`src/alfl_pkg.sv`:
```
`timescale 1ns / 1ps
// shared constants, operation and status codes for the linked list cell pool
// no dependencies

package alfl_pkg;

  localparam int unsigned CELL_COUNT_DEF = 64;
  localparam int unsigned HANDLE_W       = 7;
  localparam int unsigned KEY_W          = 32;
  localparam int unsigned OP_W           = 2;
  localparam int unsigned STATUS_W       = 2;

  localparam logic [HANDLE_W-1:0] NULL_LINK = {HANDLE_W{1'b1}};

  localparam logic [OP_W-1:0] OP_CONS   = 2'd0;
  localparam logic [OP_W-1:0] OP_DELETE = 2'd1;
  localparam logic [OP_W-1:0] OP_GET    = 2'd2;
  localparam logic [OP_W-1:0] OP_NEXT   = 2'd3;

  localparam logic [STATUS_W-1:0] ST_OK    = 2'd0;
  localparam logic [STATUS_W-1:0] ST_EMPTY = 2'd1;
  localparam logic [STATUS_W-1:0] ST_NULL  = 2'd2;

  // a handle names a cell only when it lies in 0 .. count-1
  function automatic logic is_cell(logic signed [HANDLE_W-1:0] h, int unsigned count);
    return (h >= 0) && (int'(h) < int'(count));
  endfunction

endpackage

```
`src/alfl_ram.sv`:
```
`timescale 1ns / 1ps
// simple dual port ram, one write and one registered read per cycle
// no dependencies

module alfl_ram #(
  parameter int unsigned DEPTH = 64,
  parameter int unsigned WIDTH = 32,
  parameter int unsigned AW    = $clog2(DEPTH)
) (
  input  logic             clk_i,
  input  logic             we_i,
  input  logic [AW-1:0]    waddr_i,
  input  logic [WIDTH-1:0] wdata_i,
  input  logic [AW-1:0]    raddr_i,
  output logic [WIDTH-1:0] rdata_o
);

  logic [WIDTH-1:0] mem_q [DEPTH];
  logic [WIDTH-1:0] rdata_q;

  always_ff @(posedge clk_i) begin
    if (we_i) begin
      mem_q[waddr_i] <= wdata_i;
    end
  end

  always_ff @(posedge clk_i) begin
    rdata_q <= mem_q[raddr_i];
  end

  assign rdata_o = rdata_q;

endmodule

```
`src/array_linked_list_free_list.sv`:
```
`timescale 1ns / 1ps
// doubly linked list cell pool with free list: sequencer and link/key memories
// depends on alfl_pkg and alfl_ram

// One transaction at a time: start is taken while busy is low, and the result is
// shown for one cycle on result_valid_o, which cannot be held off. A null handle
// or an empty pool is answered without leaving idle; get and next pass through
// S_RSP, cons through S_C1 and S_C2, and delete through S_D1 to S_D4 before the
// result strobe. Busy drops in the cycle the result shows, so the next transaction
// may start then. These sequences are set by the single write port and single
// registered read port of the link memory, which holds the next links and prev
// links of all cells. After reset the block runs a pass that threads every cell
// onto the free list; busy stays high during it.

module array_linked_list_free_list
  import alfl_pkg::*;
#(
  parameter int unsigned CELL_COUNT = CELL_COUNT_DEF
) (
  input  logic                       clk_i,
  input  logic                       rst_ni,
  input  logic                       start,
  output logic                       busy,
  input  logic [OP_W-1:0]            op_i,
  input  logic signed [HANDLE_W-1:0] handle_i,
  input  logic signed [KEY_W-1:0]    key_i,
  output logic                       result_valid_o,
  output logic signed [HANDLE_W-1:0] result_handle_o,
  output logic signed [KEY_W-1:0]    result_key_o,
  output logic [STATUS_W-1:0]        status_o
);

  localparam int unsigned AW = $clog2(CELL_COUNT);

  localparam logic SIDE_NEXT = 1'b0;
  localparam logic SIDE_PREV = 1'b1;

  localparam logic [2:0] S_IDLE = 3'd0;
  localparam logic [2:0] S_C1   = 3'd1;
  localparam logic [2:0] S_C2   = 3'd2;
  localparam logic [2:0] S_D1   = 3'd3;
  localparam logic [2:0] S_D2   = 3'd4;
  localparam logic [2:0] S_D3   = 3'd5;
  localparam logic [2:0] S_D4   = 3'd6;
  localparam logic [2:0] S_RSP  = 3'd7;

  function automatic logic [AW-1:0] idx(logic [HANDLE_W-1:0] h);
    return AW'(h);
  endfunction

  logic [2:0]          state_q, state_d;
  logic                init_q, init_d;
  logic [AW-1:0]       init_cnt_q, init_cnt_d;
  logic [HANDLE_W-1:0] free_head_q, free_head_d;
  logic [OP_W-1:0]     op_q, op_d;
  logic [HANDLE_W-1:0] h_q, h_d;
  logic [HANDLE_W-1:0] cell_q, cell_d;
  logic [HANDLE_W-1:0] p_q, p_d;
  logic [HANDLE_W-1:0] n_q, n_d;

  logic                res_valid_q, res_valid_d;
  logic [HANDLE_W-1:0] res_handle_q, res_handle_d;
  logic [KEY_W-1:0]    res_key_q, res_key_d;
  logic [STATUS_W-1:0] status_q, status_d;

  logic                link_we;
  logic [AW:0]         link_waddr;
  logic [HANDLE_W-1:0] link_wdata;
  logic [AW:0]         link_raddr;
  logic [HANDLE_W-1:0] link_rdata;

  logic                key_we;
  logic [AW-1:0]       key_waddr;
  logic [KEY_W-1:0]    key_wdata;
  logic [AW-1:0]       key_raddr;
  logic [KEY_W-1:0]    key_rdata;

  logic accept;

  assign busy   = init_q || (state_q != S_IDLE);
  assign accept = start && !busy;

  // link memory: lower half next links, upper half prev links
  alfl_ram #(
    .DEPTH (2 * CELL_COUNT),
    .WIDTH (HANDLE_W),
    .AW    (AW + 1)
  ) u_link_ram (
    .clk_i   (clk_i),
    .we_i    (link_we),
    .waddr_i (link_waddr),
    .wdata_i (link_wdata),
    .raddr_i (link_raddr),
    .rdata_o (link_rdata)
  );

  alfl_ram #(
    .DEPTH (CELL_COUNT),
    .WIDTH (KEY_W),
    .AW    (AW)
  ) u_key_ram (
    .clk_i   (clk_i),
    .we_i    (key_we),
    .waddr_i (key_waddr),
    .wdata_i (key_wdata),
    .raddr_i (key_raddr),
    .rdata_o (key_rdata)
  );

  always_comb begin
    state_d      = state_q;
    init_d       = init_q;
    init_cnt_d   = init_cnt_q;
    free_head_d  = free_head_q;
    op_d         = op_q;
    h_d          = h_q;
    cell_d       = cell_q;
    p_d          = p_q;
    n_d          = n_q;
    res_valid_d  = 1'b0;
    res_handle_d = res_handle_q;
    res_key_d    = res_key_q;
    status_d     = status_q;
    link_we      = 1'b0;
    link_waddr   = '0;
    link_wdata   = '0;
    link_raddr   = '0;
    key_we       = 1'b0;
    key_waddr    = '0;
    key_wdata    = '0;
    key_raddr    = '0;

    if (init_q) begin
      // thread cell i onto cell i+1, last cell ends the free list
      link_we    = 1'b1;
      link_waddr = {SIDE_NEXT, init_cnt_q};
      if (init_cnt_q == AW'(CELL_COUNT - 1)) begin
        link_wdata = NULL_LINK;
        init_d     = 1'b0;
      end else begin
        link_wdata = HANDLE_W'({1'b0, init_cnt_q} + 1'b1);
      end
      init_cnt_d = init_cnt_q + 1'b1;
    end else begin
      unique case (state_q)
        S_IDLE: begin
          if (accept) begin
            op_d = op_i;
            if (op_i == OP_CONS) begin
              if (!is_cell(free_head_q, CELL_COUNT)) begin
                res_valid_d  = 1'b1;
                res_handle_d = NULL_LINK;
                res_key_d    = '0;
                status_d     = ST_EMPTY;
              end else begin
                link_raddr = {SIDE_NEXT, idx(free_head_q)};
                link_we    = 1'b1;
                link_waddr = {SIDE_PREV, idx(free_head_q)};
                link_wdata = NULL_LINK;
                key_we     = 1'b1;
                key_waddr  = idx(free_head_q);
                key_wdata  = key_i;
                cell_d     = free_head_q;
                h_d        = is_cell(handle_i, CELL_COUNT) ? handle_i : NULL_LINK;
                state_d    = S_C1;
              end
            end else if (!is_cell(handle_i, CELL_COUNT)) begin
              res_valid_d  = 1'b1;
              res_handle_d = NULL_LINK;
              res_key_d    = (op_i == OP_GET) ? {KEY_W{1'b1}} : '0;
              status_d     = ST_NULL;
            end else begin
              h_d = handle_i;
              unique case (op_i)
                OP_DELETE: begin
                  link_raddr = {SIDE_PREV, idx(handle_i)};
                  state_d    = S_D1;
                end
                OP_GET: begin
                  key_raddr = idx(handle_i);
                  state_d   = S_RSP;
                end
                OP_NEXT: begin
                  link_raddr = {SIDE_NEXT, idx(handle_i)};
                  state_d    = S_RSP;
                end
                default: begin
                  state_d = S_IDLE;
                end
              endcase
            end
          end
        end
        S_C1: begin
          free_head_d = link_rdata;
          link_we     = 1'b1;
          link_waddr  = {SIDE_NEXT, idx(cell_q)};
          link_wdata  = h_q;
          state_d     = S_C2;
        end
        S_C2: begin
          if (is_cell(h_q, CELL_COUNT)) begin
            link_we    = 1'b1;
            link_waddr = {SIDE_PREV, idx(h_q)};
            link_wdata = cell_q;
          end
          res_valid_d  = 1'b1;
          res_handle_d = cell_q;
          res_key_d    = '0;
          status_d     = ST_OK;
          state_d      = S_IDLE;
        end
        S_D1: begin
          p_d        = link_rdata;
          link_raddr = {SIDE_NEXT, idx(h_q)};
          state_d    = S_D2;
        end
        S_D2: begin
          n_d = link_rdata;
          if (is_cell(p_q, CELL_COUNT)) begin
            link_we    = 1'b1;
            link_waddr = {SIDE_NEXT, idx(p_q)};
            link_wdata = link_rdata;
          end
          state_d = S_D3;
        end
        S_D3: begin
          if (is_cell(n_q, CELL_COUNT)) begin
            link_we    = 1'b1;
            link_waddr = {SIDE_PREV, idx(n_q)};
            link_wdata = p_q;
          end
          state_d = S_D4;
        end
        S_D4: begin
          // push the freed cell onto the free list
          link_we      = 1'b1;
          link_waddr   = {SIDE_NEXT, idx(h_q)};
          link_wdata   = free_head_q;
          free_head_d  = h_q;
          res_valid_d  = 1'b1;
          res_handle_d = NULL_LINK;
          res_key_d    = '0;
          status_d     = ST_OK;
          state_d      = S_IDLE;
        end
        S_RSP: begin
          res_valid_d = 1'b1;
          status_d    = ST_OK;
          if (op_q == OP_GET) begin
            res_handle_d = NULL_LINK;
            res_key_d    = key_rdata;
          end else begin
            res_handle_d = link_rdata;
            res_key_d    = '0;
          end
          state_d = S_IDLE;
        end
        default: begin
          state_d = S_IDLE;
        end
      endcase
    end
  end

  always_ff @(posedge clk_i or negedge rst_ni) begin
    if (!rst_ni) begin
      state_q     <= S_IDLE;
      init_q      <= 1'b1;
      init_cnt_q  <= '0;
      free_head_q <= '0;
      res_valid_q <= 1'b0;
    end else begin
      state_q     <= state_d;
      init_q      <= init_d;
      init_cnt_q  <= init_cnt_d;
      free_head_q <= free_head_d;
      res_valid_q <= res_valid_d;
    end
  end

  always_ff @(posedge clk_i) begin
    op_q         <= op_d;
    h_q          <= h_d;
    cell_q       <= cell_d;
    p_q          <= p_d;
    n_q          <= n_d;
    res_handle_q <= res_handle_d;
    res_key_q    <= res_key_d;
    status_q     <= status_d;
  end

  assign result_valid_o  = res_valid_q;
  assign result_handle_o = res_handle_q;
  assign result_key_o    = res_key_q;
  assign status_o        = status_q;

  // no result while the free list is being built
  a_no_result_in_init: assert property (@(posedge clk_i) disable iff (!rst_ni)
    init_q |-> !result_valid_o)
    else $error("result strobe during free list build");

  // a multi-cycle operation shows its result only once it is back in idle
  a_no_result_mid_op: assert property (@(posedge clk_i) disable iff (!rst_ni)
    (state_q != S_IDLE) |-> !result_valid_o)
    else $error("result strobe while an operation is in flight");

  a_null_handle: assert property (@(posedge clk_i) disable iff (!rst_ni)
    (accept && (op_i != OP_CONS) && !is_cell(handle_i, CELL_COUNT))
      |=> (result_valid_o && (status_o == ST_NULL)))
    else $error("null handle not answered in one cycle");

  a_pool_empty: assert property (@(posedge clk_i) disable iff (!rst_ni)
    (accept && (op_i == OP_CONS) && !is_cell(free_head_q, CELL_COUNT))
      |=> (result_valid_o && (status_o == ST_EMPTY) && (result_handle_o == NULL_LINK)))
    else $error("empty pool not reported on cons");

endmodule
```
`config.mk`:
```
export PLATFORM = sky130hd
export DESIGN_NAME = array_linked_list_free_list
export DESIGN_NICKNAME = d
export VERILOG_FILES = /design/src/alfl_pkg.sv /design/src/alfl_ram.sv /design/src/array_linked_list_free_list.sv
export SDC_FILE = /design/constraint.sdc
export NUM_CORES = 2
export LEC_CHECK = 0
export BUFFER_PORTS_ARGS = -buffer_cell sky130_fd_sc_hd__buf_2
export CAP_MARGIN = 20
export CORE_MARGIN = 2
export CORE_UTILIZATION = 29
export DETAILED_ROUTE_END_ITERATION = 12
export PLACE_DENSITY_LB_ADDON = 0.05
export REMOVE_ABC_BUFFERS = 1
export SYNTH_ARGS = -nofsm -noshare
export SYNTH_HDL_FRONTEND = slang
export SYNTH_SLANG_ARGS = --single-unit
```
`constraint.sdc`:
```
create_clock -name clk_i -period 10.7 [get_ports clk_i]
set_input_delay 1.605 -clock clk_i [delete_from_list [all_inputs] [get_ports clk_i]]
set_output_delay 1.605 -clock clk_i [all_outputs]
set_load 0.02 [all_outputs]
```
# Word level (Yosys, flattened, before mapping)
# Memories as Yosys holds them, arrays and structs flattened. A register that Yosys moved wholly into a read port is not among the register bits.
# Index checks and enable logic that the tools add are counted.
[op_classes] n_reduce_logical=30 eq_ne=18 n_lt_le_gt_ge=10 addsub=2 bitwise=1 mux=91
[op_table] op="32-bit two-way mux" n=11
[op_table] op="7-bit two-way mux" n=27
[op_table] op="32-bit one-hot mux with 3 select lines" n=1
[op_table] op="7-bit one-hot mux with 6 select lines" n=2
[op_table] op="6-bit two-way mux" n=13
[op_table] op="7-bit one-hot mux with 2 select lines" n=3
[op_table] op="7-bit by 8-bit < comparator with 1-bit output (second input constant)" n=5
[op_table] op="7-bit by 1-bit greater-or-equal comparator with 1-bit output (second input constant)" n=5
[op_table] op="7-bit one-hot mux with 4 select lines" n=1
[op_table] op="5-bit AND reduction" n=5
[op_table] op="1-bit two-way mux" n=20
[op_table] op="3-bit one-hot mux with 6 select lines" n=1
[op_table] op="3-bit == test (second input constant)" n=4
[op_table] op="3-bit two-way mux" n=4
[op_table] op="3-bit inequality test (second input constant)" n=4
[op_table] op="2-bit two-way mux" n=4
[op_table] op="6-bit by 1-bit adder with 7-bit output (second input constant)" n=1
[op_table] op="6-bit by 1-bit adder with 6-bit output (second input constant)" n=1
[op_table] op="2-bit == test (second input constant)" n=3
[op_table] op="3-bit by 2-bit == test with 1-bit output (second input constant)" n=2
[op_table] op="6-bit == test (second input constant)" n=1
[op_table] op="1-bit logical AND" n=6
[op_table] op="3-bit one-hot mux with 2 select lines" n=1
[op_table] op="2-bit AND reduction" n=3
[op_table] op="other kinds (19)" n=24
[totals] mem_count=2 reg_bits=89 ramBits=2944 wordCells=167 output_inout_bits=43 input_bits=44
[mem_list] name="u_key_ram.mem_q" depth=64 word_bits=32 read_ports=1 rd_clocked_by_memory_dff=1 wr=1 line="alfl_ram.sv:18" source="logic [WIDTH-1:0] mem_q [DEPTH];"
[mem_list] name="u_link_ram.mem_q" depth=128 word_bits=7 read_ports=1 rd_clocked_by_memory_dff=1 wr=1 line="alfl_ram.sv:18"

# Depth between registers and ports, before layout
[logic_depth] ltp_word=9 depth_mapped=15 mapped_depth_nobuf=11

# Cells and area by module
# Synthesis repeated with hierarchy kept, for this count alone.
[unflattened] cells_unflattened=5396 area_unflattened_um2=118655.0
[modules_own_cells] mod="alfl_ram at u_key_ram" area_each_um2=79039.6 instances=1 cells_per_inst=3511
[modules_own_cells] mod="alfl_ram at u_link_ram" area_each_um2=34807.1 instances=1 cells_per_inst=1453
[modules_own_cells] mod="array_linked_list_free_list" area_each_um2=4808.4 instances=1 cells_per_inst=432

# Least setup slack after synthesis
# Ideal clock, no wire load.
[synth_path] path_type="flip-flop to flip-flop" start="register init_q" end="memory u_link_ram.mem_q[0][2] (netlist name), data pin" period_less_slack_ns=7.635 stages_incl_launch_ff=6 arrival_time_ns=6.438 path_slack_ns=3.065 setup_time_ns=1.197 path_buffers=3 path_cell_list="dfstp_2 -> buf_2 -> buf_1 -> clkbuf_1 -> o21ai_0 -> o21ai_0"
[synth_between] elab_chain_cells=6
[synth_rtl] item="from (decl)" line="array_linked_list_free_list.sv:52" source="logic init_q, init_d;"
[synth_rtl] item="from (signal assigned)" line="array_linked_list_free_list.sv:275" source="init_q <= init_d;"
[synth_rtl] item="1-bit logical OR" line="array_linked_list_free_list.sv:80" source="assign busy = init_q || (state_q != S_IDLE);"
[synth_rtl] item="1-bit zero test" line="array_linked_list_free_list.sv:81" source="assign accept = start && !busy;"
[synth_rtl] item="1-bit logical AND" line="array_linked_list_free_list.sv:81"
[synth_rtl] item="7-bit two-way mux" line="array_linked_list_free_list.sv:147" source="if (accept) begin"
[synth_rtl] item="7-bit one-hot mux with 6 select lines" line="array_linked_list_free_list.sv:145" source="unique case (state_q)"
[synth_rtl] item="7-bit two-way mux *" line="array_linked_list_free_list.sv:133" source="if (init_q) begin"
[synth_rtl] item="named net link_wdata[2]" line="array_linked_list_free_list.sv:68" source="logic [HANDLE_W-1:0] link_wdata;"
[synth_rtl] item="to (decl)" line="alfl_ram.sv:18"
# Mark *: on every way through the listed nets, which the timed path passes. The rest lies on a longest branch.

# Worst setup path after layout
[layout_path] start="register init_q" end="register u_key_ram.rdata_q[0] (netlist: u_key_ram.rdata_o[0]) (read register of u_key_ram.mem_q)"
[layout_between] elab_chain_cells=6
[layout_rtl] item="1-bit logical OR" line="array_linked_list_free_list.sv:80"
[layout_rtl] item="1-bit zero test" line="array_linked_list_free_list.sv:81"
[layout_rtl] item="1-bit logical AND" line="array_linked_list_free_list.sv:81"
[layout_rtl] item="6-bit two-way mux" line="array_linked_list_free_list.sv:147"
[layout_rtl] item="6-bit two-way mux" line="array_linked_list_free_list.sv:145"
[layout_rtl] item="6-bit two-way mux *" line="array_linked_list_free_list.sv:133"
[layout_rtl] item="to (decl)" line="alfl_ram.sv:19" source="logic [WIDTH-1:0] rdata_q;"
# Every way passes the cells marked *; elsewhere a longest branch is shown, timed or not.
# A chain may end at the register's enable or synchronous reset.

==> qor.txt <==
Clock Tree Buf Depth -> 4
Comb power frac -> 14.4%
Synth top area share -> 74.5%
Dpl hpwl -> 256 mm
Synth top area cells -> edfxtp_1 75%, mux4_2 5.9%, nand2_1 4.5%
Skew-Pair Late Insertion Delay -> 950 ps
Crit path capture type -> flip-flop
Total GRT Usage -> 20.7%
Placement Cell Area -> 130000 sq um
Register area share after synthesis -> 75.5%
Clock Skews -> 44.0 ps
Max-cap violations -> 0
Vias in the first global route -> 71600
Nature of the critical path startpoint -> flip-flop
Post-synth EDFFs -> 3015
Grt peak-use layer -> met2
Largest net degree at the start of global routing -> 129
Yosys cell types -> 98
Avg Cell Area, Syn -> 15.6 sq um
Worst Path Required -> 11470 ps
Final worst setup slack -> 4740 ps
Post-CTS Resized -> 0
Seq pwr share -> 46.9%
Hold_buf cts -> 0
Post-place setup slack -> 3890 ps
First-pass GRT wire length -> 616 mm
Via density -> 5.20
# DRC -> 0
Slew @ Worst Pin -> 1320 ps
Most frequent cells in the layout -> 3015 x edfxtp_1, 1454 x nand2_1, 423 x nand3_1
Fillers -> 40400
Fraction of layout cells with a size suffix above 1 -> 16.4%
IO Pins -> 87
Die height -> 651 um
Num Clock Sinks -> 3072
Most common cell after layout, fill and taps aside -> edfxtp_1
Die area -> 424000 sq um
Multi-input gate area -> 28200 sq um
M3 GR Usage -> 2.73%
Status -> completed
CP arrival -> 6730 ps
Worst vdd ir -> 0.199 mV
F_max -> 168 MHz
CTS buffer count -> 365
DR vias -> 71800
Post-synthesis register bit count -> 3072
P_leak -> 47.1 nW
Total Wirelength -> 450 mm
Async S/R FF share, synth -> 0.586%
Worst slew margin -> 11.9%
Ys flop type -> edfxtp_1
Routed Antenna Nets -> 0
Power share of the clock group -> 38.7%
CTS tree -> built
Initial antenna violation count -> 53
Mapped cell area -> 121000 sq um
Worst-path clk slew -> 60 ps
Switching share of power -> 28.9%
PwrDens -> 218 nW/um^2
Sequential standard cell area -> 91800 sq um
RSZ-0062 raised after global routing -> false
Int Pwr -> 21.8 mW
Final setup fails -> 0
P_sw -> 8.85 mW
Starting Density -> 29.1%
H-tree levels -> 5
# nets final -> 8032
GR Layer Usage met1 -> 30.1%
Area of the core -> 417000 sq um
Tmin final -> 5960 ps
Min-Delay Path Class -> reg -> reg
Critical path peak fanout -> 85
# port buffers -> 86
Crit share post-route -> 55.7%
Clock Tree Root -> clkbuf_16
Post-CTS setup buffer count -> 0
Layout Cell Area excl Fill -> 141000 sq um
Post-synth top area cell -> edfxtp_1
Total Neg Setup Slack -> 0 ps
Crit Path Class -> reg -> reg
Iteration-0 DRC Markers -> 7284
Pre-antenna DRT Iters -> 8
Area delta synth->final -> 16.0%
Final Max Tran Viols -> 0
Global route overflow -> 0
Final Wtd Congestion -> 0.793
Yosys warning total -> 0
Die X -> 651 um
Cells after synthesis -> 7768
Final hold vios -> 0
Rows -> 237
Routed wire per std cell -> 32.5 um
M2 GR Usage -> 32.9%
==> logic make-up after synthesis <==
logic type               count (synthesis)  share of synthesized area [%]
XOR/XNOR                                 7                         0.0566
multiplexers                           426                           6.78
AND/OR/NAND/NOR                       2733                           9.87
flip-flops                            3072                           75.5
buffers and inverters                  528                           1.92
AO/OA/AOI/OAI                         1001                           5.82
adder cells (fa/ha/maj)                  1                         0.0103
==> path summary, 6_finish.rpt <==
kind / start / endpoint / slack [ps] / cells after the start
setup / recovery: init_q / u_key_ram.rdata_o[0] / 4740 / 11
min in group asynchronous: rst_ni / state_q[1] / 650 / 1
setup reg to reg: init_q / u_key_ram.rdata_o[0] / 4740 / 11
hold reg to reg: u_key_ram.rdata_o[8] / result_key_o[8] / 510 / 1
max in group asynchronous: rst_ni / init_cnt_q[5] / 9650 / 1
hold / removal: u_key_ram.rdata_o[8] / result_key_o[8] / 510 / 1
==> per-layer routing <==
layer	share of wire, %	vias up	routed length (um)
met1	46	38500	208000
met2	46	2091	208000
met3	5.2	520	23200
li1	-	30700	-
met4	2.3	10	10200
met5	0.015	-	68
==> synthesized netlist by cell type, types with 27 or more instances <==
library cell  number
a211oi_1          37
a21o_1            38
a21oi_1          168
a221oi_1          28
a22oi_1           49
a311oi_1         118
a31oi_1          102
and2_1            45
and3_1           166
buf_1             37
buf_2            166
buf_4             29
clkbuf_1         286
dfxtp_1           39
edfxtp_1        3015
mux2i_1          100
mux4_2           317
nand2_1         1463
nand3_1          424
nor2_1           356
nor3_1           109
o211ai_1          62
o21ai_0          148
o221ai_1          27
o22ai_1           53
or3_1             75
==> area by class of cell <==
cell class | instances | share of cell area, %
tap | 5497 | 4.88
sequential | 3072 | 65.1
multi-input combinational | 4168 | 20.0
clock buffer | 511 | 7.14
antenna | 25 | 0.0444
timing repair buffer | 374 | 1.99
inverter | 6 | 0.0160
clock inverter | 160 | 0.825
==> registers in the layout, indices dropped and copies added (netlist names) <==
signal	cells
cell_q	7
free_head_q	7
h_q	7
init_cnt_q	6
init_q	1
n_q	7
op_q	2
p_q	7
result_handle_o	7
result_key_o	32
result_valid_o	1
state_q	3
status_o	2
u_key_ram.mem_q	2048
u_key_ram.rdata_o	32
u_link_ram.mem_q	896
u_link_ram.rdata_o	7
==> critical path, stage by stage, from the launching register on <==
cell and delay (ps):
dfstp_2 360, buf_4 270, nor4_4 820, and4_4 770, buf_12 460, buf_4 730
mux4_2 600, nand2_1 80, and3_1 400, a311oi_1 120, a21oi_1 770, o21ai_0 140
==> through the flow <==
| step | cells | util, % | power (mW) | hold WS (ps) |
|---|---|---|---|---|
| 5_1_grt | 13800 | 33.8 | 31.7 | 531 |
| 3_5_place_dp | 13100 | 31.1 | 19.1 | 499 |
| 6_report | 13800 | 33.8 | 30.7 | 515 |
| 4_1_cts | 13800 | 33.8 | 31.1 | 523 |
| 3_3_place_gp | 13100 | 31.1 | 19.1 | 509 |
| 2_1_floorplan | 7246 | - | 16.7 | 470 |
==> power groups by stage <==
stage	Sequential, mW	Clock, mW	Combinational [mW]
2_1_floorplan	14.7	0	2.01
6_report	14.4	11.9	4.43
3_5_place_dp	14.6	0	4.50
5_1_grt	14.4	12.6	4.66
4_1_cts	14.4	12.2	4.50
3_3_place_gp	14.6	0	4.50
Note: power is estimated with default switching activity, not from simulation.
